--- config.mk ---
export PLATFORM = sky130hd
export DESIGN_NAME = prd_diag
export DESIGN_NICKNAME = d
export VERILOG_FILES = /design/src/sv/point_rectangle_distance_macros.svh /design/src/sv/prd_pkg.sv /design/src/sv/prd_diag.sv
export SDC_FILE = /design/constraint.sdc
export NUM_CORES = 2
export LEC_CHECK = 0
export BUFFER_PORTS_ARGS = -buffer_cell sky130_fd_sc_hd__buf_2
export CORE_UTILIZATION = 65
export DETAILED_ROUTE_END_ITERATION = 12
export PLACE_DENSITY = 0.82
export SLEW_MARGIN = 10
export SYNTH_ARGS = -nofsm -noshare
export SYNTH_HDL_FRONTEND = slang
export SYNTH_SLANG_ARGS = --single-unit
--- constraint.sdc ---
create_clock -name i_clk -period 25.4 [get_ports i_clk]
set_input_delay 1.27 -clock i_clk [delete_from_list [all_inputs] [get_ports i_clk]]
set_output_delay 1.27 -clock i_clk [all_outputs]
set_load 0.05 [all_outputs]
--- src/sv/point_rectangle_distance_macros.svh ---
// Assertion helpers for the point_rectangle_distance design.
// Both macros sample on i_clk and are disabled while i_rst_n is low.
`ifndef POINT_RECTANGLE_DISTANCE_MACROS_SVH
`define POINT_RECTANGLE_DISTANCE_MACROS_SVH
`ifndef SYNTHESIS
`define PRD_ASSERT(label, prop) \
    label: assert property (@(posedge i_clk) disable iff (!i_rst_n) prop) \
        else $error("prd assertion failed");
`define PRD_ASSERT_DLY(label, ante, dly, cons) \
    label: assert property (@(posedge i_clk) disable iff (!i_rst_n) (ante) |-> ##(dly) (cons)) \
        else $error("prd delayed assertion failed");
`else
`define PRD_ASSERT(label, prop)
`define PRD_ASSERT_DLY(label, ante, dly, cons)
`endif
`endif

--- src/sv/prd_pkg.sv ---
`default_nettype none
package prd_pkg;

    localparam int AXIS_FRAC_BITS = 18;
    localparam int AXIS_W         = 20;
    localparam int AXIS_VEC_W     = 3 * AXIS_W;
    localparam int COORD_W        = 32;
    localparam int SIZE_W         = 31;
    localparam int CFG_IDX_W      = 4;

    // projection widths
    localparam int D_W     = COORD_W + 1;
    localparam int PROD_W  = D_W + AXIS_W;
    localparam int RAW_W   = PROD_W + 2;
    localparam int LOC_W   = RAW_W + 1 - AXIS_FRAC_BITS;
    localparam int T_W     = LOC_W + 1;
    localparam int DSQ_W   = 2 * D_W;
    localparam int DSUM_W  = DSQ_W + 2;
    localparam int REACH_W = COORD_W + 1;
    localparam int RSQ_W   = 2 * REACH_W;

    // distance and nearest point widths
    localparam int MAG_W  = 32;
    localparam int SQ_W   = 2 * MAG_W;
    localparam int SUM_W  = SQ_W + 2;
    localparam int CP_W   = COORD_W + AXIS_W;
    localparam int CS_W   = CP_W + 1;
    localparam int RND_W  = CS_W + 2 - AXIS_FRAC_BITS;
    localparam int CL_W   = RND_W + 1;
    localparam int SQRT_W = 64;
    localparam int RT_W   = 33;

    localparam int SQRT_STEPS  = 32;
    localparam int PROJ_STAGES = 3;
    localparam int RES_STAGES  = 4;
    localparam int LATENCY     = PROJ_STAGES + RES_STAGES + SQRT_STEPS + 1;

    typedef enum logic [1:0] {
        CMD_DIST    = 2'd0,
        CMD_CLOSEST = 2'd1,
        CMD_ABOVE   = 2'd2,
        CMD_NEAR    = 2'd3
    } t_cmd;

    typedef enum logic [CFG_IDX_W-1:0] {
        REG_ORIGIN_X    = 4'd0,
        REG_ORIGIN_Y    = 4'd1,
        REG_ORIGIN_Z    = 4'd2,
        REG_LENGTH_AXIS = 4'd3,
        REG_WIDTH_AXIS  = 4'd4,
        REG_NORMAL_AXIS = 4'd5,
        REG_HALF_LENGTH = 4'd6,
        REG_HALF_WIDTH  = 4'd7
    } t_reg_idx;

    typedef struct packed {
        t_cmd                       cmd;
        logic signed [COORD_W-1:0]  point_x;
        logic signed [COORD_W-1:0]  point_y;
        logic signed [COORD_W-1:0]  point_z;
        logic [SIZE_W-1:0]          sphere_radius;
    } t_req;

    typedef struct packed {
        logic [COORD_W-1:0]         distance;
        logic signed [COORD_W-1:0]  closest_x;
        logic signed [COORD_W-1:0]  closest_y;
        logic signed [COORD_W-1:0]  closest_z;
        logic                       flag;
    } t_rsp;

    typedef struct packed {
        logic signed [COORD_W-1:0]  origin_x;
        logic signed [COORD_W-1:0]  origin_y;
        logic signed [COORD_W-1:0]  origin_z;
        logic [AXIS_VEC_W-1:0]      length_axis;
        logic [AXIS_VEC_W-1:0]      width_axis;
        logic [AXIS_VEC_W-1:0]      normal_axis;
        logic [SIZE_W-1:0]          half_length;
        logic [SIZE_W-1:0]          half_width;
        logic [COORD_W-1:0]         half_diag;
    } t_geom;

    typedef struct packed {
        t_cmd                       cmd;
        logic signed [LOC_W-1:0]    loc_l;
        logic signed [LOC_W-1:0]    loc_w;
        logic signed [LOC_W-1:0]    loc_n;
        logic                       above;
        logic [DSUM_W-1:0]          dsum;
        logic [RSQ_W-1:0]           reach_sq;
    } t_proj;

    typedef struct packed {
        logic                       dist_en;
        logic                       sat;
        logic signed [COORD_W-1:0]  closest_x;
        logic signed [COORD_W-1:0]  closest_y;
        logic signed [COORD_W-1:0]  closest_z;
        logic                       flag;
    } t_side;

    typedef struct packed {
        t_side                      side;
        logic [SQRT_W-1:0]          n;
    } t_pre;

    typedef struct packed {
        logic [SQRT_W-1:0]          n;
        logic [SQRT_W-1:0]          r;
    } t_root;

    // component k of a packed axis vector: x in the low bits, z in the high bits
    function automatic logic signed [AXIS_W-1:0] axis_comp(
        input logic [AXIS_VEC_W-1:0] v,
        input int                    k
    );
        return v[k*AXIS_W +: AXIS_W];
    endfunction

    // one digit step of the restoring square root
    function automatic t_root sqrt_step(input t_root s, input logic [SQRT_W-1:0] step_bit);
        t_root             o;
        logic [SQRT_W-1:0] trial;
        trial = s.r + step_bit;
        if (s.n >= trial) begin
            o.n = s.n - trial;
            o.r = (s.r >> 1) + step_bit;
        end else begin
            o.n = s.n;
            o.r = s.r >> 1;
        end
        return o;
    endfunction

endpackage
`default_nettype wire

--- src/sv/prd_diag.sv ---
`default_nettype none
module prd_diag (
    input  logic                          i_clk,
    input  logic                          i_rst_n,
    input  logic                          i_start,
    input  logic [prd_pkg::SIZE_W-1:0]    i_half_length,
    input  logic [prd_pkg::SIZE_W-1:0]    i_half_width,
    output logic                          o_busy,
    output logic [prd_pkg::COORD_W-1:0]   o_half_diag
);

    localparam int W    = prd_pkg::SQRT_W;
    localparam int SQ_W = 2 * prd_pkg::SIZE_W;

    typedef enum logic [2:0] {
        ST_IDLE,
        ST_SQUARE,
        ST_ACCUM,
        ST_ROOT,
        ST_ROUND
    } t_state;

    t_state                        r_state;
    logic [SQ_W-1:0]               r_lsq, r_wsq;
    prd_pkg::t_root                r_root;
    logic [W-1:0]                  r_bit;
    logic [prd_pkg::COORD_W-1:0]   r_hd;

    always_ff @(posedge i_clk) begin
        if (!i_rst_n) begin
            r_state <= ST_IDLE;
            r_hd    <= '0;
        end else begin
            unique case (r_state)
                ST_IDLE: begin
                    if (i_start) begin
                        r_state <= ST_SQUARE;
                    end
                end
                ST_SQUARE: begin
                    r_lsq   <= SQ_W'(i_half_length) * SQ_W'(i_half_length);
                    r_wsq   <= SQ_W'(i_half_width) * SQ_W'(i_half_width);
                    r_state <= ST_ACCUM;
                end
                ST_ACCUM: begin
                    r_root.n <= W'(r_lsq) + W'(r_wsq);
                    r_root.r <= '0;
                    r_bit    <= W'(1) << (W - 2);
                    r_state  <= ST_ROOT;
                end
                ST_ROOT: begin
                    r_root <= prd_pkg::sqrt_step(r_root, r_bit);
                    r_bit  <= r_bit >> 2;
                    if (r_bit[0]) begin
                        r_state <= ST_ROUND;
                    end
                end
                ST_ROUND: begin
                    r_hd    <= prd_pkg::COORD_W'(r_root.r + W'(r_root.n > r_root.r));
                    r_state <= ST_IDLE;
                end
                default: begin
                    r_state <= ST_IDLE;
                end
            endcase
        end
    end

    assign o_busy      = (r_state != ST_IDLE);
    assign o_half_diag = r_hd;

endmodule
`default_nettype wire

==> run_results.csv <==
group,metric,value,unit
status,status,"completed",
critical_path,r2r_start,"r_root[28]",
route,first_pass_iters,6,
critical_path,arrival,9.64,ns
sta,hold_viol_final,0,
sta,clock_skew,0.0553,ns
die,dieArea,123000,µm²
route,drt_iter0_drc,4467,
sta,fin_crit,9.33,ns
logic_synthesis,ys_seq_area_share,11.6,%
sta,rsz0062_at_grt,"false",
critical_path,crit_path_start,"i_half_length[17]",
cts,cts_resized,0,
logic_synthesis,async_reset_ff_share,0,%
cells_and_area,n_antenna_cell,0,
die,die_x,351,µm
cells_and_area,final_area,82100,µm²
cells_and_area,synthToLayoutAreaGrowth,3.49,%
die,boundaryPins,98,
route,post_drt_wl_per_cell,20.7,µm
logic_synthesis,synthesis.area,79400,µm²
cts,worstSkewPairLatency,0.62,ns
global_routing,grt_pass1_wl,334000,µm
route,drcViolationCount,0,
logic_synthesis,synth-edff-count,282,
logic_synthesis,ys.flop_type,"edfxtp_1",
placement,placed_cell_area,80700,µm²
sta,relSlewSlack,27.5,%
sta,setup_viol,0,
critical_path,startpoint_type,"primary input",
placement,dp_slack,15.66,ns
global_routing,overflow,0,
cts,numCtsBuffers,40,
cts,ctsHoldBuffers,0,
logic_synthesis,synth_cell_type_count,99,
logic_synthesis,syn_inst,8532,
die,fp-row-count,127,
critical_path,path_class,"in2reg",
die,die_h,351,µm
logic_synthesis,ys_ff_latch,317,
sta,worstMarginPinSlew,1.08,ns
placement,port_buffers,97,
die,initial_core_util,65.9,%
cells_and_area,final_nets,10724,
logic_synthesis,syn_avg_cell_area,9.30,µm²
die,core,120000,µm²
sta,fmax,107,MHz
critical_path,cp.required,25.71,ns
global_routing,grt_pass1_vias,64263,
global_routing,grt_use_total,34.7,%
cells_and_area,drive_above_1_share,3.72,%
route,viasPerCell,5.95,
sta,worst_slack,16.07,ns
placement,gp_congestion,0.970,
cts,cts_max_level,2,
cts,cts_tree,"done",
cts,cts_sinks,317,
run,max_cap_viol_count,0,
sta,min_period_over_period,36.7,%
worst_hold_path,worstHoldStart,"o_half_diag[13]",
global_routing,antenna_found_initial,3,
cts,cts.clk_slew.worst_paths,0.06,ns
sta,slew_violations,0,
critical_path,crit_fanout,28,
global_routing,grt_max_degree,65,
critical_path,cp-end-kind,"register",
route,routed_wl,207000,µm
route,num_vias,59587,
cts,root_buffer,"clkbuf_16",
placement,hpwlAfterDp,167000,µm
worst_hold_path,hp-class,"reg2reg",
logic_synthesis,syn_nets,10890,
sta,fin_setup_tns,0,ns
logic_synthesis,ys_warn_count,0,
cts,cts_buffer_depth,3,
cts,cts_setup_buffers,0,
route,antenna_left,0,
worst paths after layout:
check,cells past startpoint,slack [ns],to
setup / recovery,27,16.07,r_lsq[48]
hold / removal,2,0.49,o_half_diag[13]
setup reg to reg,23,17.42,r_root[113]
hold reg to reg,2,0.49,o_half_diag[13]
worst max-delay path, stage by stage:
cell,delay (ns)
buf_2,0.61
clkinv_1,0.44
nor2_1,0.31
fa_1,0.49
fa_1,0.58
inv_1,0.07
fa_1,0.54
inv_1,0.06
fa_1,0.50
inv_1,0.06
fa_1,0.55
fa_1,0.44
fa_1,0.47
fa_1,0.49
inv_1,0.04
ha_1,0.35
nand2_1,0.16
nor2_1,0.06
a211oi_1,0.27
nor3_1,0.09
a2111oi_2,0.49
o31ai_4,0.23
a41o_1,0.30
o221a_2,0.26
a41o_1,0.23
a21oi_1,0.17
xnor2_1,0.08
stage by stage:
step | cells | util (%) | hold WS, ns
detailed placement | 9936 | 67.0 | 0.486
finish | 10009 | 68.2 | 0.491
global placement | 9936 | 67.0 | 0.477
CTS | 10009 | 68.2 | 0.495
floorplan | 8532 | - | 0.485
global route | 10009 | 68.2 | 0.517
placed cells by master (no fill, tap or decap), types with 15 or more instances in the layout:
cell type | netlist | layout
o21ai_0 | 217 | 217
buf_2 | 16 | 97
a21o_1 | 184 | 184
and2_1 | 422 | 422
xnor2_1 | 260 | 260
ha_1 | 797 | 797
xor2_1 | 147 | 147
nor3_1 | 51 | 51
a21oi_1 | 356 | 355
nand2_1 | 746 | 746
o21a_1 | 23 | 23
nand4_1 | 102 | 102
clkbuf_16 | 0 | 41
and3_1 | 32 | 31
nand3_1 | 92 | 92
edfxtp_1 | 282 | 282
o31ai_1 | 20 | 20
nor4_1 | 16 | 16
a31o_2 | 24 | 24
o21bai_1 | 63 | 63
nor2_1 | 332 | 331
a211oi_2 | 17 | 17
a211oi_1 | 48 | 48
or2_2 | 18 | 18
dfxtp_1 | 35 | 35
or3_1 | 27 | 27
o22ai_1 | 39 | 39
fa_1 | 1496 | 1496
nor2b_1 | 50 | 50
nand2b_1 | 32 | 32
buf_4 | 4 | 19
inv_1 | 1955 | 1953
a21boi_0 | 15 | 15
o211ai_1 | 19 | 19
a31oi_1 | 70 | 70
routing by layer:
metal / up-vias / track usage [%] / share of wire, %
met5: - / 0 / 0.016
met4: 6 / 15.2 / 5.0
met3: 625 / 5.74 / 8.2
met2: 2611 / 59.1 / 49
met1: 29794 / 43.6 / 38
li1: 26551 / - / -
cell families (layout without fill, tap and decap cells):
| kind of cell | count (synthesis) | count (layout) | synth area share [%] |
|---|---|---|---|
| muxes | 10 | 10 | 0.131 |
| AOI/OAI and AO/OA | 1271 | 1271 | 10.8 |
| xor gates and xnor gates | 407 | 407 | 4.49 |
| buffers and inverters | 2283 | 2148 | 10.9 |
| and+or+nand+nor | 1951 | 1951 | 11.8 |
| adders and majority gates | 2293 | 2293 | 50.3 |
| DFF | 317 | 317 | 11.6 |
cells in the mapped netlist, drive strengths merged, types with 19 or more instances:
| master | n | area share, % |
|---|---|---|
| or3 | 27 | 0.21 |
| xnor2 | 260 | 2.9 |
| o211ai | 21 | 0.22 |
| or2 | 19 | 0.15 |
| a31o | 26 | 0.30 |
| nand2b | 32 | 0.25 |
| nor3 | 51 | 0.32 |
| nor2 | 332 | 1.6 |
| nor2b | 50 | 0.39 |
| xor2 | 147 | 1.6 |
| buf | 30 | 0.23 |
| o21bai | 63 | 0.60 |
| nand2 | 747 | 3.5 |
| clkbuf | 294 | 1.4 |
| ha | 797 | 13 |
| o22ai | 39 | 0.31 |
| a31oi | 75 | 0.64 |
| edfxtp | 282 | 11 |
| nand3 | 93 | 0.59 |
| a21o | 184 | 1.7 |
| and2 | 422 | 3.3 |
| fa | 1496 | 38 |
| o31ai | 30 | 0.39 |
| inv | 1956 | 9.3 |
| o21a | 23 | 0.22 |
| and3 | 32 | 0.25 |
| a21oi | 360 | 2.3 |
| dfxtp | 35 | 0.88 |
| o21ai | 240 | 1.6 |
| a211oi | 65 | 0.72 |
| nand4 | 102 | 0.80 |
layout make-up:
class                           count  area, µm²
Tap cell                         1612       2020
Clock buffer                       54       1120
Timing Repair Buffer              116        628
Inverter                         1959       7350
Clock inverter                     19        251
Fill cell                        9341      38300
Sequential cell                   317       9170
Multi-Input combinational cell   5932      61600
sequential cells by signal, summed over array words and instances (netlist names):
name         cells
o_half_diag     32
r_bit           32
r_lsq           61
r_root         128
r_state          3
r_wsq           61
Power is left out: the tool's default activity adds up to more than one toggle a clock period on the data nets, which glitch-free logic cannot reach.
